[src/hdl/jd2g_pkg.sv]
// ============================================================================
// jd2g_pkg: shared constants and types for the Julian date converter
// Field widths, calendar constants, reciprocal multipliers for the constant
// divisions, and the pipeline control bundle.
// ============================================================================
package jd2g_pkg;

    // Field widths.
    localparam int DAY_NUM_W  = 23;
    localparam int DAY_FRAC_W = 32;
    localparam int YEAR_W     = 16;
    localparam int MONTH_W    = 4;
    localparam int DOM_W      = 5;
    localparam int HOUR_W     = 5;
    localparam int MINUTE_W   = 6;
    localparam int SECOND_W   = 6;

    // Number of register stages in the datapath.
    localparam int NUM_STAGES = 9;

    // Time constants. 86400 = 675 * 2^7, so the seconds product is split.
    localparam logic [16:0] SECS_PER_DAY = 17'd86400;
    localparam logic [9:0]  SEC_MUL      = 10'd675;
    localparam logic [11:0] SECS_PER_HR  = 12'd3600;
    localparam logic [5:0]  SECS_PER_MIN = 6'd60;

    // Calendar constants of the integer Julian-day-to-Gregorian formula.
    localparam logic [18:0] GREG_B      = 19'd274277;
    localparam logic [10:0] GREG_J      = 11'd1401;
    localparam logic [5:0]  GREG_C      = 6'd38;
    localparam logic [10:0] GREG_P      = 11'd1461;
    localparam logic [7:0]  GREG_S      = 8'd153;
    localparam logic [12:0] YEAR_OFFSET = 13'd4716;
    localparam logic [3:0]  MONTHS      = 4'd12;

    // Rounded-up reciprocals: floor(x / D) == (x * M) >> K whenever
    // x_max * D < 2^K, with M = ceil(2^K / D).
    localparam logic [20:0] HOUR_MUL  = 21'(((64'd1 << 32) + 64'd3599) / 64'd3600);
    localparam logic [14:0] MIN_MUL   = 15'(((64'd1 << 20) + 64'd59) / 64'd60);
    localparam logic [26:0] CYCLE_MUL = 27'(((64'd1 << 44) + 64'd146096) / 64'd146097);
    localparam logic [25:0] QUAD_MUL  = 26'(((64'd1 << 36) + 64'd1460) / 64'd1461);
    localparam logic [12:0] MSPAN_MUL = 13'(((64'd1 << 20) + 64'd152) / 64'd153);
    localparam logic [9:0]  FIVE_MUL  = 10'(((64'd1 << 12) + 64'd4) / 64'd5);

    // Per-stage load enables and valid flags from the pipeline controller.
    typedef struct packed {
        logic [NUM_STAGES-1:0] load;
        logic [NUM_STAGES-1:0] valid;
    } jd2g_pipe_t;

endpackage

[src/hdl/jd2g_pipe_ctl.sv]
// ============================================================================
// jd2g_pipe_ctl: valid/ready control for the converter pipeline
// Each stage takes new data when it is empty or its successor takes its
// content, so bubbles close up; a stall holds a stage once all ahead are full.
// ============================================================================
module jd2g_pipe_ctl (
    input  logic                  aclk,
    input  logic                  aresetn,
    input  logic                  in_valid,
    input  logic                  out_ready,
    output logic                  in_ready,
    output jd2g_pkg::jd2g_pipe_t  pipe
);
    import jd2g_pkg::*;

    logic [NUM_STAGES-1:0] valid_reg;
    logic [NUM_STAGES-1:0] valid_next;
    logic [NUM_STAGES:0]   stage_ready;
    logic [NUM_STAGES-1:0] stage_in;

    always_comb begin
        stage_ready[NUM_STAGES] = out_ready;
        for (int i = NUM_STAGES - 1; i >= 0; i--) begin
            stage_ready[i] = !valid_reg[i] || stage_ready[i+1];
        end
        stage_in = {valid_reg[NUM_STAGES-2:0], in_valid};
        for (int i = 0; i < NUM_STAGES; i++) begin
            valid_next[i] = stage_ready[i] ? stage_in[i] : valid_reg[i];
        end
    end

    always_ff @(posedge aclk) begin
        if (!aresetn) begin
            valid_reg <= '0;
        end else begin
            valid_reg <= valid_next;
        end
    end

    assign in_ready   = stage_ready[0];
    assign pipe.load  = stage_in & stage_ready[NUM_STAGES-1:0];
    assign pipe.valid = valid_reg;

endmodule

[src/hdl/julian_date_to_gregorian.sv]
// ============================================================================
// julian_date_to_gregorian: Julian date to Gregorian date and time of day
// Nine-stage pipeline converting a day number and day fraction to a
// proleptic Gregorian calendar date and a time rounded to the second.
// ============================================================================
// Usage:
// The input channel (s_valid/s_ready) carries one Julian date per transfer:
// a whole day number and a 0.32 fixed-point fraction of a day counted from
// noon. The result channel (m_valid/m_ready) carries one calendar date and
// time per input transfer, in input order. The astronomical year counts
// year 0 as 1 BC.
// An input transfer passes through the nine register stages to m_valid;
// a new transfer is accepted every cycle while s_ready is high, so the
// throughput is one item per cycle when the receiver does not stall.
// When the receiver holds m_ready low, the output stage keeps its result and
// the stages behind it keep filling until every stage holds an item; then
// s_ready drops. Nothing is lost or repeated across a stall.
// The synchronous active-low reset empties all stages; data registers keep
// whatever they hold, since only the valid flags matter.
// ============================================================================
module julian_date_to_gregorian (
    input  logic                             aclk,
    input  logic                             aresetn,
    input  logic                             s_valid,
    output logic                             s_ready,
    input  logic [jd2g_pkg::DAY_NUM_W-1:0]   s_day_number,
    input  logic [jd2g_pkg::DAY_FRAC_W-1:0]  s_day_fraction,
    output logic                             m_valid,
    input  logic                             m_ready,
    output logic signed [jd2g_pkg::YEAR_W-1:0] m_year,
    output logic [jd2g_pkg::MONTH_W-1:0]     m_month,
    output logic [jd2g_pkg::DOM_W-1:0]       m_day_of_month,
    output logic [jd2g_pkg::HOUR_W-1:0]      m_hour,
    output logic [jd2g_pkg::MINUTE_W-1:0]    m_minute,
    output logic [jd2g_pkg::SECOND_W-1:0]    m_second
);
    import jd2g_pkg::*;

    jd2g_pipe_t pipe;

    jd2g_pipe_ctl u_ctl (
        .aclk      (aclk),
        .aresetn   (aresetn),
        .in_valid  (s_valid),
        .out_ready (m_ready),
        .in_ready  (s_ready),
        .pipe      (pipe)
    );

    assign m_valid = pipe.valid[NUM_STAGES-1];

    // ------------------------------------------------------------------
    // Stage 1: the time since midnight is the fraction plus half a day.
    // Multiply by 675 here; the remaining factor 2^7 folds into the shift.
    // ------------------------------------------------------------------
    logic [32:0] midnight_time;
    logic [42:0] tprod1_reg;
    logic [22:0] jdn1_reg;

    assign midnight_time = {1'b0, s_day_fraction} + 33'h0_8000_0000;

    always_ff @(posedge aclk) begin
        if (pipe.load[0]) begin
            tprod1_reg <= 43'(midnight_time) * 43'(SEC_MUL);
            jdn1_reg   <= s_day_number;
        end
    end

    // ------------------------------------------------------------------
    // Stage 2: round to the nearest second, then carry a full day into
    // the day number. The rounded count lies between 43200 and 129600.
    // ------------------------------------------------------------------
    logic [42:0] tround;
    logic [16:0] secs_raw;
    logic        day_carry;
    logic [16:0] secs2_reg;
    logic [23:0] jdn2_reg;

    assign tround    = tprod1_reg + 43'h000_0100_0000;
    assign secs_raw  = tround[41:25];
    assign day_carry = (secs_raw >= SECS_PER_DAY);

    always_ff @(posedge aclk) begin
        if (pipe.load[1]) begin
            secs2_reg <= day_carry ? (secs_raw - SECS_PER_DAY) : secs_raw;
            jdn2_reg  <= {1'b0, jdn1_reg} + 24'(day_carry);
        end
    end

    // ------------------------------------------------------------------
    // Stage 3: reciprocal products for the hour and for the 400-year
    // cycle count (4 * jdn + 274277) / 146097.
    // ------------------------------------------------------------------
    logic [25:0] cycle_arg;
    logic [37:0] hprod3_reg;
    logic [52:0] aprod3_reg;
    logic [16:0] secs3_reg;
    logic [23:0] jdn3_reg;

    assign cycle_arg = {jdn2_reg, 2'b00} + 26'(GREG_B);

    always_ff @(posedge aclk) begin
        if (pipe.load[2]) begin
            hprod3_reg <= 38'(secs2_reg) * 38'(HOUR_MUL);
            aprod3_reg <= 53'(cycle_arg) * 53'(CYCLE_MUL);
            secs3_reg  <= secs2_reg;
            jdn3_reg   <= jdn2_reg;
        end
    end

    // ------------------------------------------------------------------
    // Stage 4: hour and the seconds left in the hour; the Gregorian
    // correction gives f, and e = 4 * f + 3.
    // ------------------------------------------------------------------
    logic [HOUR_W-1:0] hour_q;
    logic [7:0]        cycles_q;
    logic [9:0]        cycles_x3;
    logic [23:0]       greg_f;
    logic [HOUR_W-1:0] hour4_reg;
    logic [11:0]       remh4_reg;
    logic [25:0]       e4_reg;

    assign hour_q    = hprod3_reg[36:32];
    assign cycles_q  = aprod3_reg[51:44];
    assign cycles_x3 = 10'(cycles_q) * 10'd3;
    assign greg_f    = jdn3_reg + 24'(GREG_J) - 24'(GREG_C) + 24'(cycles_x3[9:2]);

    always_ff @(posedge aclk) begin
        if (pipe.load[3]) begin
            hour4_reg <= hour_q;
            remh4_reg <= 12'(secs3_reg - 17'(hour_q) * 17'(SECS_PER_HR));
            e4_reg    <= {greg_f, 2'b11};
        end
    end

    // ------------------------------------------------------------------
    // Stage 5: reciprocal products for the minute and for e / 1461.
    // ------------------------------------------------------------------
    logic [HOUR_W-1:0] hour5_reg;
    logic [11:0]       remh5_reg;
    logic [26:0]       mprod5_reg;
    logic [25:0]       e5_reg;
    logic [51:0]       eprod5_reg;

    always_ff @(posedge aclk) begin
        if (pipe.load[4]) begin
            hour5_reg  <= hour4_reg;
            remh5_reg  <= remh4_reg;
            mprod5_reg <= 27'(remh4_reg) * 27'(MIN_MUL);
            e5_reg     <= e4_reg;
            eprod5_reg <= 52'(e4_reg) * 52'(QUAD_MUL);
        end
    end

    // ------------------------------------------------------------------
    // Stage 6: minute and second; the day within the four-year span gives
    // g, and h = 5 * g + 2.
    // ------------------------------------------------------------------
    logic [MINUTE_W-1:0] minute_q;
    logic [14:0]         quad_q;
    logic [10:0]         quad_rem;
    logic [HOUR_W-1:0]   hour6_reg;
    logic [MINUTE_W-1:0] minute6_reg;
    logic [SECOND_W-1:0] second6_reg;
    logic [14:0]         quad6_reg;
    logic [10:0]         h6_reg;

    assign minute_q = mprod5_reg[25:20];
    assign quad_q   = eprod5_reg[50:36];
    assign quad_rem = 11'(e5_reg - 26'(quad_q) * 26'(GREG_P));

    always_ff @(posedge aclk) begin
        if (pipe.load[5]) begin
            hour6_reg   <= hour5_reg;
            minute6_reg <= minute_q;
            second6_reg <= 6'(remh5_reg - 12'(minute_q) * 12'(SECS_PER_MIN));
            quad6_reg   <= quad_q;
            h6_reg      <= 11'(quad_rem[10:2]) * 11'd5 + 11'd2;
        end
    end

    // ------------------------------------------------------------------
    // Stage 7: reciprocal product for h / 153.
    // ------------------------------------------------------------------
    logic [HOUR_W-1:0]   hour7_reg;
    logic [MINUTE_W-1:0] minute7_reg;
    logic [SECOND_W-1:0] second7_reg;
    logic [14:0]         quad7_reg;
    logic [10:0]         h7_reg;
    logic [23:0]         sprod7_reg;

    always_ff @(posedge aclk) begin
        if (pipe.load[6]) begin
            hour7_reg   <= hour6_reg;
            minute7_reg <= minute6_reg;
            second7_reg <= second6_reg;
            quad7_reg   <= quad6_reg;
            h7_reg      <= h6_reg;
            sprod7_reg  <= 24'(h6_reg) * 24'(MSPAN_MUL);
        end
    end

    // ------------------------------------------------------------------
    // Stage 8: month from the March-based month index, and the year.
    // January and February belong to the following year.
    // ------------------------------------------------------------------
    logic [3:0]          mspan_q;
    logic [3:0]          month_raw;
    logic [MONTH_W-1:0]  month_q;
    logic [14:0]         year_q;
    logic [HOUR_W-1:0]   hour8_reg;
    logic [MINUTE_W-1:0] minute8_reg;
    logic [SECOND_W-1:0] second8_reg;
    logic [7:0]          hd8_reg;
    logic [MONTH_W-1:0]  month8_reg;
    logic signed [YEAR_W-1:0] year8_reg;

    assign mspan_q   = sprod7_reg[23:20];
    assign month_raw = mspan_q + 4'd2;
    assign month_q   = ((month_raw >= MONTHS) ? (month_raw - MONTHS) : month_raw) + 4'd1;
    assign year_q    = quad7_reg + 15'(month_q <= 4'd2);

    always_ff @(posedge aclk) begin
        if (pipe.load[7]) begin
            hour8_reg   <= hour7_reg;
            minute8_reg <= minute7_reg;
            second8_reg <= second7_reg;
            hd8_reg     <= 8'(h7_reg - 11'(mspan_q) * 11'(GREG_S));
            month8_reg  <= month_q;
            year8_reg   <= $signed({1'b0, year_q}) - $signed(16'(YEAR_OFFSET));
        end
    end

    // ------------------------------------------------------------------
    // Stage 9: day of month = hd / 5 + 1, and the output register.
    // ------------------------------------------------------------------
    logic [17:0]         dprod;
    logic signed [YEAR_W-1:0] year9_reg;
    logic [MONTH_W-1:0]  month9_reg;
    logic [DOM_W-1:0]    dom9_reg;
    logic [HOUR_W-1:0]   hour9_reg;
    logic [MINUTE_W-1:0] minute9_reg;
    logic [SECOND_W-1:0] second9_reg;

    assign dprod = 18'(hd8_reg) * 18'(FIVE_MUL);

    always_ff @(posedge aclk) begin
        if (pipe.load[8]) begin
            year9_reg   <= year8_reg;
            month9_reg  <= month8_reg;
            dom9_reg    <= dprod[16:12] + 5'd1;
            hour9_reg   <= hour8_reg;
            minute9_reg <= minute8_reg;
            second9_reg <= second8_reg;
        end
    end

    assign m_year         = year9_reg;
    assign m_month        = month9_reg;
    assign m_day_of_month = dom9_reg;
    assign m_hour         = hour9_reg;
    assign m_minute       = minute9_reg;
    assign m_second       = second9_reg;

endmodule

[config.mk]
export PLATFORM = sky130hd
export DESIGN_NAME = julian_date_to_gregorian
export DESIGN_NICKNAME = d
export VERILOG_FILES = /design/src/hdl/jd2g_pkg.sv /design/src/hdl/jd2g_pipe_ctl.sv /design/src/hdl/julian_date_to_gregorian.sv
export SDC_FILE = /design/constraint.sdc
export NUM_CORES = 2
export LEC_CHECK = 0
export ABC_AREA = 0
export BUFFER_PORTS_ARGS = -buffer_cell sky130_fd_sc_hd__buf_4
export CAP_MARGIN = 20
export CORE_AREA = 2 2 289 319
export CTS_CLUSTER_SIZE = 28
export DETAILED_ROUTE_END_ITERATION = 7
export DIE_AREA = 0 0 291 321
export PLACE_DENSITY = 0.87
export SLEW_MARGIN = 5
export SYNTH_ARGS = -nofsm -noshare
export SYNTH_HDL_FRONTEND = slang
export SYNTH_SLANG_ARGS = --single-unit
[constraint.sdc]
create_clock -name aclk -period 23.2 [get_ports aclk]
set_input_delay 3.48 -clock aclk [delete_from_list [all_inputs] [get_ports aclk]]
set_output_delay 3.48 -clock aclk [all_outputs]
set_load 0.05 [all_outputs]
# Word level (Yosys, flattened, before mapping)
# Index checks and enable logic that the tools add are counted.
[op_classes] bitwise=1 mux=2 n_mul=13 n_shift=0 div_mod_pow=0 eq_ne=0 addsub=19 n_lt_le_gt_ge=3 reduce_logical=18
[op_table] op="$mul A26 B26 Y51 const B" n=1
[op_table] op="$mul A26 B24 Y49 const B" n=1
[op_table] op="$add A42 B25 Y42 const B" n=1
[op_table] op="$mul A33 B10 Y42 const B" n=1
[op_table] op="$mul A17 B21 Y37 const B" n=1
[op_table] op="$add A32 B32 Y33 const B" n=1
[op_table] op="$add A26 B19 Y26 const B" n=1
[op_table] op="$mul A12 B15 Y26 const B" n=1
[op_table] op="$add A23 B1 Y24" n=1
[op_table] op="$add A24 B11 Y24 const B" n=1
[op_table] op="$add A24 B8 Y24" n=1
[op_table] op="$sub A24 B6 Y24 const B" n=1
[op_table] op="$mul A11 B12 Y23 const B" n=1
[op_table] op="$ge A17 B17 Y1 const B" n=1
[op_table] op="$mux W17" n=1
[op_table] op="$sub A17 B17 Y17 const B" n=1
[op_table] op="$sub A15 B13 Y16 const B" n=1
[op_table] op="$add A15 B1 Y15" n=1
[op_table] op="$mul A15 B11 Y11 const B" n=1
[op_table] op="$mul A8 B8 Y15 const B" n=1
[op_table] op="$sub A12 B12 Y12" n=1
[op_table] op="$add A11 B2 Y11 const B" n=1
[op_table] op="$mul A9 B3 Y11 const B" n=1
[op_table] op="$sub A11 B11 Y11" n=1
[op_table] op="16 further kinds" n=32
[word_totals] romBits=0 mem_bits_rw=0 regBits=568 latchBits=0 mem_count=0 inputBits=59

# Logic depth before layout (Yosys ltp)
[logic_depth] ltp_word=11 ltp_mapped=33 depth_no_buf=33

# By module
# From an unflattened synthesis, not the netlist that was laid out.
[hier_totals] cells_unflattened=4878 area_unflattened_um2=53293.6
[by_module_without_submodules] mod="julian_date_to_gregorian" cells_each=4831 area_per_inst_um2=52874.5 instances=1
[by_module_without_submodules] mod="jd2g_pipe_ctl" cells_each=47 area_per_inst_um2=419.2 instances=1

# Worst setup path after synthesis
# OpenSTA, ideal clock, no wires.
[synth_timing] kind="input to output" start="input port m_ready" end="output port s_ready" cell_stages=7 slack_ns=14.771 arrival_ns=4.949 required_time_ns=19.720 cell_sequence="nor2b_1 > and2_1 > and3_1 > clkbuf_1 > nand3_1 > nor2_1 > nand3_1"
[synth_via] elab_chain_cells=9
[synth_lines] element="start, declared" line="julian_date_to_gregorian.sv:29" rtl="input logic m_ready,"
[synth_lines] element="$logic_or A1 B1 Y1 (9 in a row)" line="jd2g_pipe_ctl.sv:24" rtl="stage_ready[i] = !valid_reg[i] || stage_ready[i+1];"
[synth_lines] element="end, declared" line="julian_date_to_gregorian.sv:25" rtl="output logic s_ready,"
# Every way passes these cells.

# Final worst setup path
# Ends and elaborated chain as after synthesis.

==> metrics.md <==
| Metric | Value |
|---|---|
| Total wire length | `between 100 and 150 mm` |
| CTS root buf | `clkbuf_16` |
| Clk slew on worst S/H paths | `approximately 60 ps` |
| Die Ht | `approximately 320 µm` |
| RePlAce Congestion | `1.02` |
| Post-Syn Area | `about 0.054 mm²` |
| Number of port buffers | `approximately 100` |
| TritonRoute pass-1 iters | `5` |
| Largest cells by area after synthesis | `fa_1 28%, ha_1 25%, edfxtp_1 22%` |
| Drt drc | `0` |
| Hold Path Class | `flip-flop to flip-flop` |
| First-pass GRT wire length | `approximately 190 mm` |
| Largest net degree at the start of global routing | `50` |
| DR WL/cell | `roughly 18 µm` |
| DR vias | `roughly 35k` |
| WHS Endpoint | `hour5_reg[4]$_DFFE_PP_` |
| Vias per cell | `roughly 5.5` |
| Post-layout minimum cycle time | `a little under 10000 ps` |
| Post-synth top flop | `edfxtp_1` |
| Fillers | `6432` |
| DP Cell Count | `around 6.2k` |
| CP Capture Type | `output pin` |
| Crit-path cells | `buf_4 > nor2b_1 > and2_1 > and3_1 > nand3_1 > nor2_1 > nand3_1 > buf_4` |
| Fin nets | `6960` |
| Syn Area/Cell | `10.8 µm²` |
| Post-route ant nets | `0` |
| Crit path launch type | `input port` |
| RSZ-0062 raised after global routing | `no` |
| Max incr delay on CP | `around 690 ps` |
| Worst-margin pin slew | `1290 ps` |
| Max-slew violation count | `0` |
| Hold Buf Count CTS | `0` |
| FF-to-FF path depth | `29` |
| CTS max path bufs | `3` |
| Vias in the first global route | `38.1k` |
| Total track usage | `0.251` |
| HPWL after DPL | `96.1 mm` |
| Top Ports | `a little over 100` |
| WP buf/inv | `2` |
| Initial DRC Count | `1795` |
| TNS Setup | `0 ps` |
| Worst Skew | `approximately 42 ps` |
| Area grow syn2layout | `7.07%` |
| Final hold vios | `0` |
| Crit-path max FO | `6` |
| Slew margin rel. | `0.117` |
| Total die area | `between 0.09 and 0.1 mm²` |
| Total gr overflow | `0` |
| Netlist cell types | `between 80 and 90` |
| FFs w/ async S/R, synth | `0` |
| Yosys top cell area share | `0.279` |
| CTS tree | `built` |
| Maximum clock frequency | `approximately 100 MHz` |
| WP data arrival | `about 6400 ps` |
| Layout cells sized above 1 | `0.0444` |
| Crit Path Category | `input port to output pin` |
| Antenna violations before repair | `2` |
| Critical path's top delay family | `simple AND/OR/NAND/NOR gates` |
| Reg-to-reg startpoint | `jdn2_reg[0]$_DFFE_PP_` |
| Syn Inst Count | `roughly 5.0k` |
| Max Cap Viol | `0` |
| Worst skew pair latency | `roughly 600 ps` |
| CP required | `between 15000 and 20000 ps` |
| CTS H-Tree Depth | `2` |
| FF+latch count, synth | `slightly below 400` |
| Seq/Total Area, Yosys | `0.220` |
| Diode count | `0` |
| Area leader, netlist | `fa_1` |
| Post-cts sizing count | `0` |
| Final setup vio count | `0` |
| Hold path depth | `0` |
| Die X | `291 µm` |
| Core ar. | `between 0.09 and 0.1 mm²` |
| Hold Path Origin | `hour4_reg[4]$_DFFE_PP_` |
| Outcome | `finished clean` |
| Post-CTS setup buffers | `0` |
| Crit path max-delay cell type | `nor2_1` |
| Num CTS Buffers | `between 40 and 50` |
| Post-synth EDFFs | `about 390` |
| Syn nets | `between 6k and 7k` |
| Tcrit/Tclk final | `0.425` |
| Row count | `116` |
| Reg2reg setup slack | `between 10000 and 15000 ps` |
| Initial core utilization | `0.594` |
| CTS sink count | `396` |
| RR Endpoint | `aprod3_reg[44]$_DFFE_PP_` |
| Final std cells w/o fill | `6312` |
| Number of synthesis warnings | `0` |
| Hold Slack | `407 ps` |
## synth_stat cells, drive strengths merged (22+ instances only)
master,instances
o21ai,86
nand2,96
ha,1053
a21o,60
nor3,46
o21a,24
xnor2,193
fa,749
and3,28
nor2b,29
nor2,125
a21oi,120
a211oi,24
nand3,67
edfxtp,387
xor2,77
inv,1511
nand4,22
## per-stage QoR
stage	area [µm²]	utilization	setup WS, ps
6_report	57500	0.636	13330
5_1_grt	57500	0.636	13070
4_1_cts	57500	0.636	13370
3_5_place_dp	56100	0.620	13510
3_3_place_gp	56100	0.620	13600
2_1_floorplan	53700	-	14770
## how the worst max path moves through the flow
stage	endpoint	depth (start not counted)	startpoint	slack (ps)
2_1_floorplan	s_ready	7	m_ready	14770
3_3_place_gp	s_ready	8	m_ready	13600
5_1_grt	aprod3_reg[51]$_DFFE_PP_	31	jdn2_reg[0]$_DFFE_PP_	13070
4_1_cts	s_ready	8	m_ready	13370
6_report	s_ready	8	m_ready	13330
3_5_place_dp	s_ready	8	m_ready	13510
## logic make-up after synthesis
kind of cell               share of synthesized area
adders and majority gates                      0.525
xor gates and xnor gates                      0.0440
muxes                                        0.00126
AOI/OAI and AO/OA                             0.0542
DFF                                            0.220
and+or+nand+nor                               0.0489
buffers and inverters                          0.107
## routing by layer
metal | vias up | GRT usage | share of wire
li1 | 16100 | - | -
met4 | 4 | 0.102 | 0.044
met5 | - | 0 | 0.00023
met2 | 1073 | 0.464 | 0.52
met3 | 367 | 0.0321 | 0.054
met1 | 17100 | 0.295 | 0.38
## cells in the final DEF (no fill, tap or decap), types with 6 or more instances in the layout
cell type	count
a211oi_1	23
a21oi_1	119
nand3_1	65
nand2b_1	21
buf_4	116
o211ai_1	6
xor2_1	77
o21bai_1	16
a221oi_1	6
and2_1	16
or2_2	8
nand2_1	96
nor4_1	7
o2111ai_1	7
dfxtp_1	9
o21a_1	24
o21ai_0	84
fa_1	749
nor2b_1	25
nor3_1	45
a21o_1	60
a31oi_1	19
inv_1	1511
ha_1	1053
and3_1	27
a21boi_0	10
or3_1	8
nand4_1	21
clkinv_1	9
clkbuf_16	42
xnor2_1	193
edfxtp_1	387
and4_1	6
nand3b_1	8
nor2_1	123
## layout make-up
class	instances	area, µm²	area share
multi-input combinational	3032	36200	0.630
clock inverter	30	338	0.00588
timing repair buffer	116	871	0.0151
tap	1180	1480	0.0257
sequential	396	11800	0.205
inverter	1511	5670	0.0986
clock buffer	47	1100	0.0191
Power is left out: the tool's default activity adds up to more than one toggle a clock period on the data nets, which glitch-free logic cannot reach.
